$ cat src/rtl/ale_pkg.sv
package ale_pkg;

    localparam int DEPTH = 32;
    localparam int WIDTH = 32;
    localparam int CW    = $clog2(DEPTH);
    localparam int NW    = $clog2(DEPTH + 1);

    typedef logic [WIDTH-1:0] t_word;
    typedef logic [CW-1:0]    t_slot;
    typedef logic [NW-1:0]    t_count;

    // what a cell loads at the next edge
    typedef logic [1:0] t_sel;
    localparam t_sel SEL_HOLD  = 2'd0;
    localparam t_sel SEL_LOAD  = 2'd1;
    localparam t_sel SEL_LEFT  = 2'd2;
    localparam t_sel SEL_RIGHT = 2'd3;

    typedef logic [2:0] t_op;
    localparam t_op OP_APPEND     = 3'd0;
    localparam t_op OP_INSERT     = 3'd1;
    localparam t_op OP_REMOVE     = 3'd2;
    localparam t_op OP_FIND_FIRST = 3'd3;
    localparam t_op OP_FIND_LAST  = 3'd4;
    localparam t_op OP_SORT       = 3'd5;
    localparam t_op OP_DUMP_FWD   = 3'd6;
    localparam t_op OP_DUMP_BWD   = 3'd7;

    typedef logic [2:0] t_status;
    localparam t_status ST_OK       = 3'd0;
    localparam t_status ST_FULL     = 3'd1;
    localparam t_status ST_BADPOS   = 3'd2;
    localparam t_status ST_NOTFOUND = 3'd3;
    localparam t_status ST_EMPTY    = 3'd4;

endpackage

$ cat src/rtl/array_list_engine_unit.sv
// Ordered list of up to DEPTH words held in a row of cells, one entry per
// cell. Issue a command with start while busy is low; it is taken at that
// edge. Append, insert and remove finish in the execute state alone, so busy
// is high for one cycle and the next command can then be issued. Find, sort
// and dump on a non-empty list go on from there to rotate or exchange the
// whole row once in the scan state, and busy stays high until that ends.
// Any command on an empty list also ends in the execute state. Every result
// beat is shown for exactly one cycle with o_valid high and cannot be held
// off: sample it when it comes. A dump gives one beat per entry, one per
// cycle, with o_last on the final one; every other command gives one beat.
module array_list_engine_unit (
    input  logic        i_clk,
    input  logic        i_rst_n,
    input  logic        start,
    output logic        busy,
    input  logic [2:0]  i_opcode,
    input  logic [4:0]  i_position,
    input  logic [31:0] i_value,
    output logic        o_valid,
    output logic [2:0]  o_status,
    output logic [4:0]  o_index,
    output logic [31:0] o_data_out,
    output logic [5:0]  o_length,
    output logic        o_last
);

    localparam logic [1:0] S_IDLE = 2'd0;
    localparam logic [1:0] S_EXEC = 2'd1;
    localparam logic [1:0] S_SCAN = 2'd2;

    logic [1:0]       r_state, n_state;
    ale_pkg::t_slot   r_step, n_step;
    ale_pkg::t_count  r_count, n_count;
    logic             r_hit, n_hit;
    ale_pkg::t_slot   r_idx, n_idx;
    ale_pkg::t_op     r_op;
    logic [4:0]       r_pos;
    ale_pkg::t_word   r_val;

    logic             r_valid, n_valid;
    ale_pkg::t_status r_status, n_status;
    logic [4:0]       r_index, n_index;
    logic [31:0]      r_data, n_data;
    logic [5:0]       r_length;
    logic             r_last, n_last;

    ale_pkg::t_word   cell_word [ale_pkg::DEPTH];
    ale_pkg::t_sel    cell_sel  [ale_pkg::DEPTH];
    logic [ale_pkg::DEPTH-1:0] cell_gt;

    ale_pkg::t_word   head, tail;
    ale_pkg::t_count  pos_ext;
    logic             full, ins_ok, rem_ok, in_list, last_step, back_in, hit_now;

    assign head      = cell_word[0];
    assign tail      = cell_word[ale_pkg::DEPTH-1];
    assign pos_ext   = ale_pkg::NW'(r_pos);
    assign full      = r_count >= ale_pkg::NW'(ale_pkg::DEPTH);
    assign ins_ok    = !full && (pos_ext <= r_count);
    assign rem_ok    = (r_count != '0) && (pos_ext < r_count);
    assign in_list   = ale_pkg::NW'(r_step) < r_count;
    assign last_step = r_step == ale_pkg::CW'(ale_pkg::DEPTH - 1);
    assign back_in   = ((ale_pkg::NW + 1)'(r_step) + (ale_pkg::NW + 1)'(r_count))
                       >= (ale_pkg::NW + 1)'(ale_pkg::DEPTH);
    assign hit_now   = in_list && (head == r_val);

    // row of cells, closed into a ring for rotation
    for (genvar i = 0; i < ale_pkg::DEPTH; i++) begin : g_cell
        ale_cell u_cell (
            .i_clk        (i_clk),
            .i_sel        (cell_sel[i]),
            .i_load_word  (r_val),
            .i_left_word  (cell_word[(i + ale_pkg::DEPTH - 1) % ale_pkg::DEPTH]),
            .i_right_word (cell_word[(i + 1) % ale_pkg::DEPTH]),
            .o_word       (cell_word[i]),
            .o_gt         (cell_gt[i])
        );

        always_comb begin
            cell_sel[i] = ale_pkg::SEL_HOLD;
            if (r_state == S_EXEC) begin
                unique case (r_op)
                    ale_pkg::OP_APPEND: begin
                        if (!full && r_count == ale_pkg::NW'(i))
                            cell_sel[i] = ale_pkg::SEL_LOAD;
                    end
                    ale_pkg::OP_INSERT: begin
                        if (ins_ok && pos_ext == ale_pkg::NW'(i))
                            cell_sel[i] = ale_pkg::SEL_LOAD;
                        else if (ins_ok && ale_pkg::NW'(i) > pos_ext
                                 && ale_pkg::NW'(i) <= r_count)
                            cell_sel[i] = ale_pkg::SEL_LEFT;
                    end
                    ale_pkg::OP_REMOVE: begin
                        // close up the tail behind the removed entry
                        if (rem_ok && ale_pkg::NW'(i) >= pos_ext
                            && ale_pkg::NW'(i + 1) < r_count)
                            cell_sel[i] = ale_pkg::SEL_RIGHT;
                    end
                    default: cell_sel[i] = ale_pkg::SEL_HOLD;
                endcase
            end else if (r_state == S_SCAN) begin
                unique case (r_op)
                    ale_pkg::OP_FIND_FIRST,
                    ale_pkg::OP_FIND_LAST,
                    ale_pkg::OP_DUMP_FWD: cell_sel[i] = ale_pkg::SEL_RIGHT;
                    ale_pkg::OP_DUMP_BWD: cell_sel[i] = ale_pkg::SEL_LEFT;
                    ale_pkg::OP_SORT: begin
                        // odd-even transposition: pair parity follows the step
                        if (r_step[0] == 1'(i % 2)) begin
                            if (ale_pkg::NW'(i + 1) < r_count && cell_gt[i])
                                cell_sel[i] = ale_pkg::SEL_RIGHT;
                        end else begin
                            if (i != 0 && ale_pkg::NW'(i) < r_count
                                && cell_gt[(i + ale_pkg::DEPTH - 1) % ale_pkg::DEPTH])
                                cell_sel[i] = ale_pkg::SEL_LEFT;
                        end
                    end
                    default: cell_sel[i] = ale_pkg::SEL_HOLD;
                endcase
            end
        end
    end

    always_comb begin
        n_state  = r_state;
        n_step   = r_step;
        n_count  = r_count;
        n_hit    = r_hit;
        n_idx    = r_idx;
        n_valid  = 1'b0;
        n_status = ale_pkg::ST_OK;
        n_index  = '0;
        n_data   = '0;
        n_last   = 1'b1;
        unique case (r_state)
            S_IDLE: begin
                if (start)
                    n_state = S_EXEC;
            end
            S_EXEC: begin
                n_state = S_IDLE;
                n_step  = '0;
                n_hit   = 1'b0;
                n_idx   = '0;
                unique case (r_op)
                    ale_pkg::OP_APPEND: begin
                        n_valid = 1'b1;
                        if (full)
                            n_status = ale_pkg::ST_FULL;
                        else
                            n_count = r_count + 1'b1;
                    end
                    ale_pkg::OP_INSERT: begin
                        n_valid = 1'b1;
                        if (full)
                            n_status = ale_pkg::ST_FULL;
                        else if (!ins_ok)
                            n_status = ale_pkg::ST_BADPOS;
                        else
                            n_count = r_count + 1'b1;
                    end
                    ale_pkg::OP_REMOVE: begin
                        n_valid = 1'b1;
                        if (r_count == '0)
                            n_status = ale_pkg::ST_EMPTY;
                        else if (!rem_ok)
                            n_status = ale_pkg::ST_BADPOS;
                        else
                            n_count = r_count - 1'b1;
                    end
                    default: begin
                        if (r_count == '0) begin
                            n_valid = 1'b1;
                            if (r_op == ale_pkg::OP_FIND_FIRST
                                || r_op == ale_pkg::OP_FIND_LAST)
                                n_status = ale_pkg::ST_NOTFOUND;
                            else if (r_op == ale_pkg::OP_SORT)
                                n_status = ale_pkg::ST_OK;
                            else
                                n_status = ale_pkg::ST_EMPTY;
                        end else begin
                            n_state = S_SCAN;
                        end
                    end
                endcase
            end
            S_SCAN: begin
                n_step = r_step + 1'b1;
                unique case (r_op)
                    ale_pkg::OP_FIND_FIRST,
                    ale_pkg::OP_FIND_LAST: begin
                        if (hit_now && (r_op == ale_pkg::OP_FIND_LAST || !r_hit)) begin
                            n_hit = 1'b1;
                            n_idx = r_step;
                        end
                        if (last_step) begin
                            n_valid  = 1'b1;
                            n_status = n_hit ? ale_pkg::ST_OK : ale_pkg::ST_NOTFOUND;
                            n_index  = 5'(n_idx);
                        end
                    end
                    ale_pkg::OP_SORT: begin
                        n_valid = last_step;
                    end
                    ale_pkg::OP_DUMP_FWD: begin
                        if (in_list) begin
                            n_valid = 1'b1;
                            n_index = 5'(r_step);
                            n_data  = 32'(head);
                            n_last  = (ale_pkg::NW'(r_step) + 1'b1) == r_count;
                        end
                    end
                    ale_pkg::OP_DUMP_BWD: begin
                        // entries pass the far end highest index first
                        if (back_in) begin
                            n_valid = 1'b1;
                            n_index = 5'(ale_pkg::CW'(ale_pkg::DEPTH - 1) - r_step);
                            n_data  = 32'(tail);
                            n_last  = last_step;
                        end
                    end
                    default: n_valid = 1'b0;
                endcase
                if (last_step)
                    n_state = S_IDLE;
            end
            default: n_state = S_IDLE;
        endcase
    end

    always_ff @(posedge i_clk) begin
        if (!i_rst_n) begin
            r_state <= S_IDLE;
            r_count <= '0;
            r_valid <= 1'b0;
        end else begin
            r_state <= n_state;
            r_count <= n_count;
            r_valid <= n_valid;
        end
    end

    always_ff @(posedge i_clk) begin
        r_step   <= n_step;
        r_hit    <= n_hit;
        r_idx    <= n_idx;
        r_status <= n_status;
        r_index  <= n_index;
        r_data   <= n_data;
        r_length <= 6'(n_count);
        r_last   <= n_last;
        if (r_state == S_IDLE && start) begin
            r_op  <= i_opcode;
            r_pos <= i_position;
            r_val <= ale_pkg::WIDTH'(i_value);
        end
    end

    assign busy       = r_state != S_IDLE;
    assign o_valid    = r_valid;
    assign o_status   = r_status;
    assign o_index    = r_index;
    assign o_data_out = r_data;
    assign o_length   = r_length;
    assign o_last     = r_last;

    a_count_range: assert property (@(posedge i_clk) disable iff (!i_rst_n)
        r_count <= ale_pkg::NW'(ale_pkg::DEPTH))
        else $error("entry count beyond depth");

    a_count_idle: assert property (@(posedge i_clk) disable iff (!i_rst_n)
        (r_state == S_IDLE || r_state == S_SCAN) |=> $stable(r_count))
        else $error("entry count moved outside the execute cycle");

    a_mid_ok: assert property (@(posedge i_clk) disable iff (!i_rst_n)
        (o_valid && !o_last) |-> (o_status == ale_pkg::ST_OK))
        else $error("intermediate beat with an error status");

    a_mid_busy: assert property (@(posedge i_clk) disable iff (!i_rst_n)
        (o_valid && !o_last) |-> busy)
        else $error("intermediate beat with the engine idle");

endmodule

$ cat src/rtl/ale_cell.sv
module ale_cell (
    input  logic          i_clk,
    input  ale_pkg::t_sel  i_sel,
    input  ale_pkg::t_word i_load_word,
    input  ale_pkg::t_word i_left_word,
    input  ale_pkg::t_word i_right_word,
    output ale_pkg::t_word o_word,
    output logic          o_gt
);

    ale_pkg::t_word r_word;
    ale_pkg::t_word n_word;

    always_comb begin
        unique case (i_sel)
            ale_pkg::SEL_HOLD:  n_word = r_word;
            ale_pkg::SEL_LOAD:  n_word = i_load_word;
            ale_pkg::SEL_LEFT:  n_word = i_left_word;
            ale_pkg::SEL_RIGHT: n_word = i_right_word;
            default:            n_word = r_word;
        endcase
    end

    always_ff @(posedge i_clk) begin
        r_word <= n_word;
    end

    assign o_word = r_word;
    // compare against the right-hand neighbour for the sort exchange
    assign o_gt   = r_word > i_right_word;

endmodule

$ cat config.mk
export PLATFORM = sky130hd
export DESIGN_NAME = array_list_engine_unit
export DESIGN_NICKNAME = d
export VERILOG_FILES = /design/src/rtl/ale_pkg.sv /design/src/rtl/array_list_engine_unit.sv /design/src/rtl/ale_cell.sv
export SDC_FILE = /design/constraint.sdc
export NUM_CORES = 2
export LEC_CHECK = 0
export BUFFER_PORTS_ARGS = -buffer_cell sky130_fd_sc_hd__buf_2
export CORE_UTILIZATION = 45
export DETAILED_ROUTE_END_ITERATION = 16
export SYNTH_ARGS = -nofsm -noshare
export SYNTH_HDL_FRONTEND = slang
export SYNTH_SLANG_ARGS = --single-unit
$ cat constraint.sdc
create_clock -name i_clk -period 3.9 [get_ports i_clk]
set_input_delay 0.585 -clock i_clk [delete_from_list [all_inputs] [get_ports i_clk]]
set_output_delay 0.585 -clock i_clk [all_outputs]
set_load 0.02 [all_outputs]
==> qor.yml <==
start_util_pct: 45.4
cp-end-kind: "register"
status: "finished, violations left"
holdPathStages: 1
max_freq_mhz: 256
synth_cells: 8110
area_growth_pct: 16.2
pin_count: 92
rows: 162
totalWireLength_um: 323000
hold_start: "i_position[0]"
grt_pass1_vias: 68700
vias: 69500
p_leak_nw: 41.2
die_width_um: 445
cp-startpoint: "g_cell[31].u_cell.o_word[25]"
period_share_pct: 100
num-nets-final: 9846
timing.rr.start: "g_cell[31].u_cell.o_word[25]"
busiest_layer: "met2"
async_flop_share_pct: 0
cts_root_buf: "clkbuf_16"
clock_latency_ps: 840
ys_seq_area_share_pct: 37.8
fin_skew_ps: 40.9
syn_avg_cell_area_sq_um: 10.9
fin_ws_ps: -0.0999
fill_cells: 17100
use_met1_pct: 41.5
track_usage_pct: 31.9
hold_viol_final: 0
grt.overflow.total: 0
violations: "setup timing"
mostFrequentLayoutCell: "edfxtp_1"
coreArea_sq_um: 195000
cp_max_fo: 33
die_y_um: 445
htreeDepth: 4
use_met2_pct: 51.1
firstDrtPassIters: 8
design.die.area_sq_um: 198000
use_met3_pct: 5.27
grt_pass1_wl_um: 465000
wl_per_cell_um: 28.1
drtIter0Drc: 7518
critPathKind: "register to register"
irDropWorstVdd_v: 0.000327
grt_max_degree: 41
place_hpwl_um: 252000
setup_viol: 1
worst-r2r-cell-count: 12
required_ps: 4470
synth_flop_cell: "edfxtp_1"
postRouteAntennaNets: 0
antenna_found_initial: 12
max_slew_margin_pct: 21.7
finalSetupTns_ps: -0.0999
clockBufferDepth: 3
cp.arrival_ps: 4470
max_cap_violations: 0
syn_nets: 9203
synth_cell_types: 101
final_max_slew_viol_count: 0
ys_ff_latch: 1131
cts_sinks: 1131
whs_ps: 95.6
viasPerCell: 6.04
cts-buffers-inserted: 144
hold_class: "primary input to register"
power_mw: 28.5
rsz0062_at_grt: "no"
syn_area_sq_um: 88400
ys.warnings.count: 0
synth-edff-count: 1075
min_period_ps: 3900
layout-drive-gt1-share_pct: 24.5
tightest_slew_ps: 1160
gp_congestion: 1.03
clk_pin_slew_ps: 60
drcViolationCount: 0
io_buffers: 91
cts_tree: "built"
mostFrequentLayoutCells: "edfxtp_1, inv_1, ha_1, mux2i_1, mux2_2"
power_per_cell_area_nw_per_um2: 277
cp-start-kind: "register"
power by group:
group | total [mW] | switching, mW | internal (mW) | leakage [nW]
sequential | 13.5 | 0.104 | 13.4 | 10.1
combinational | 1.57 | 0.929 | 0.645 | 28.8
clock | 13.5 | 5.75 | 7.72 | 2.25
total | 28.5 | 6.78 | 21.7 | 41.2
Yosys cell counts, types with 14 or more instances:
cell | n | area share [%]
buf_6 | 29 | 0.37
xnor2_1 | 19 | 0.19
nand3_1 | 152 | 0.86
clkbuf_1 | 179 | 0.76
nand4_1 | 215 | 1.5
buf_4 | 63 | 0.53
or4_1 | 14 | 0.12
a21o_1 | 63 | 0.53
o31ai_1 | 14 | 0.12
buf_2 | 115 | 0.65
a2111oi_0 | 14 | 0.14
a221oi_1 | 18 | 0.18
ha_1 | 1049 | 15
nand2_1 | 360 | 1.5
a22oi_1 | 49 | 0.42
dfxtp_1 | 56 | 1.3
nor4_1 | 69 | 0.49
nor3_1 | 37 | 0.21
o21ai_0 | 205 | 1.2
and2_1 | 19 | 0.13
nand2b_1 | 17 | 0.12
a211oi_1 | 32 | 0.27
o22ai_1 | 16 | 0.11
mux2i_1 | 1035 | 12
o211ai_1 | 56 | 0.48
nor2_1 | 179 | 0.76
xor2_1 | 20 | 0.20
edfxtp_1 | 1075 | 37
a21oi_1 | 498 | 2.8
or2_2 | 32 | 0.23
mux2_2 | 979 | 12
a31oi_1 | 43 | 0.30
a221o_1 | 28 | 0.32
nor2b_1 | 39 | 0.28
inv_1 | 1057 | 4.5
critical path: stages (launching register included):
cell      delay, ps
edfxtp_1        550
buf_4           230
ha_1            310
nand4_1         220
nor4_4          360
buf_4           170
a31o_2          230
a31oi_2         140
o31ai_1         410
nand4_1         210
buf_12          230
or2_2           360
buf_12          190
state kept, by name, indices dropped and copies added, names as in the netlist:
name / flops
r_val: 32
r_hit: 1
r_state: 2
g_cell.u_cell.o_word: 1024
r_op: 3
o_last: 1
o_data_out: 32
o_index: 5
o_valid: 1
r_count: 6
r_idx: 5
o_status: 3
r_pos: 5
o_length: 6
r_step: 5
what timing repair did:
item                                    4_1_cts  5_1_grt
cloned                                        0        0
resized for setup                             5       14
hold endpoints to repair                     35        0
hold buffers                                 35        0
pin swaps                                     0        4
endpoints found under the setup margin      221      440
buffers inserted                              1       43
per-stage QoR:
step	cell area (sq um)	util [%]	setup slack (ps)	instances
3_5_place_dp	97300	49.9	-217	11200
6_report	103000	52.7	-0.0999	11500
4_1_cts	102000	52.5	16.3	11500
5_1_grt	103000	52.7	1.53	11500
2_1_floorplan	88400	-	78.7	8110
3_3_place_gp	97300	49.9	-151	11200
layout make-up:
cell class / instances / area [sq um] / share of cell area [%]
Antenna cell: 3 / 7.51 / 0.00731
Clock buffer: 192 / 3980 / 3.88
Clock inverter: 70 / 624 / 0.608
Inverter: 1060 / 3980 / 3.87
Multi-Input combinational cell: 5518 / 49400 / 48.1
Sequential cell: 1131 / 33400 / 32.5
Tap cell: 2624 / 3280 / 3.20
Timing Repair Buffer: 898 / 8070 / 7.85
cells by family after synthesis:
kind of cell	synth area share, %
AOI/OAI and AO/OA	8.76
adders and majority gates	14.9
buffers and inverters	6.93
xor gates and xnor gates	0.386
muxes	24.4
and+or+nand+nor	6.88
DFF	37.8
layer usage:
layer	vias up	wire length [um]
li1	31400	-
met1	34100	131000
met2	3151	148000
met3	740	26900
met4	0	17800
met5	-	0
path summary, 6_finish.rpt:
path	end	slack (ps)
max reg2reg	g_cell[31].u_cell.o_word[27]	-0.1
min	r_pos[0]	100
min reg2reg	r_state[1]	560
max	g_cell[31].u_cell.o_word[27]	-0.1
Note: power is estimated with default switching activity, not from simulation.
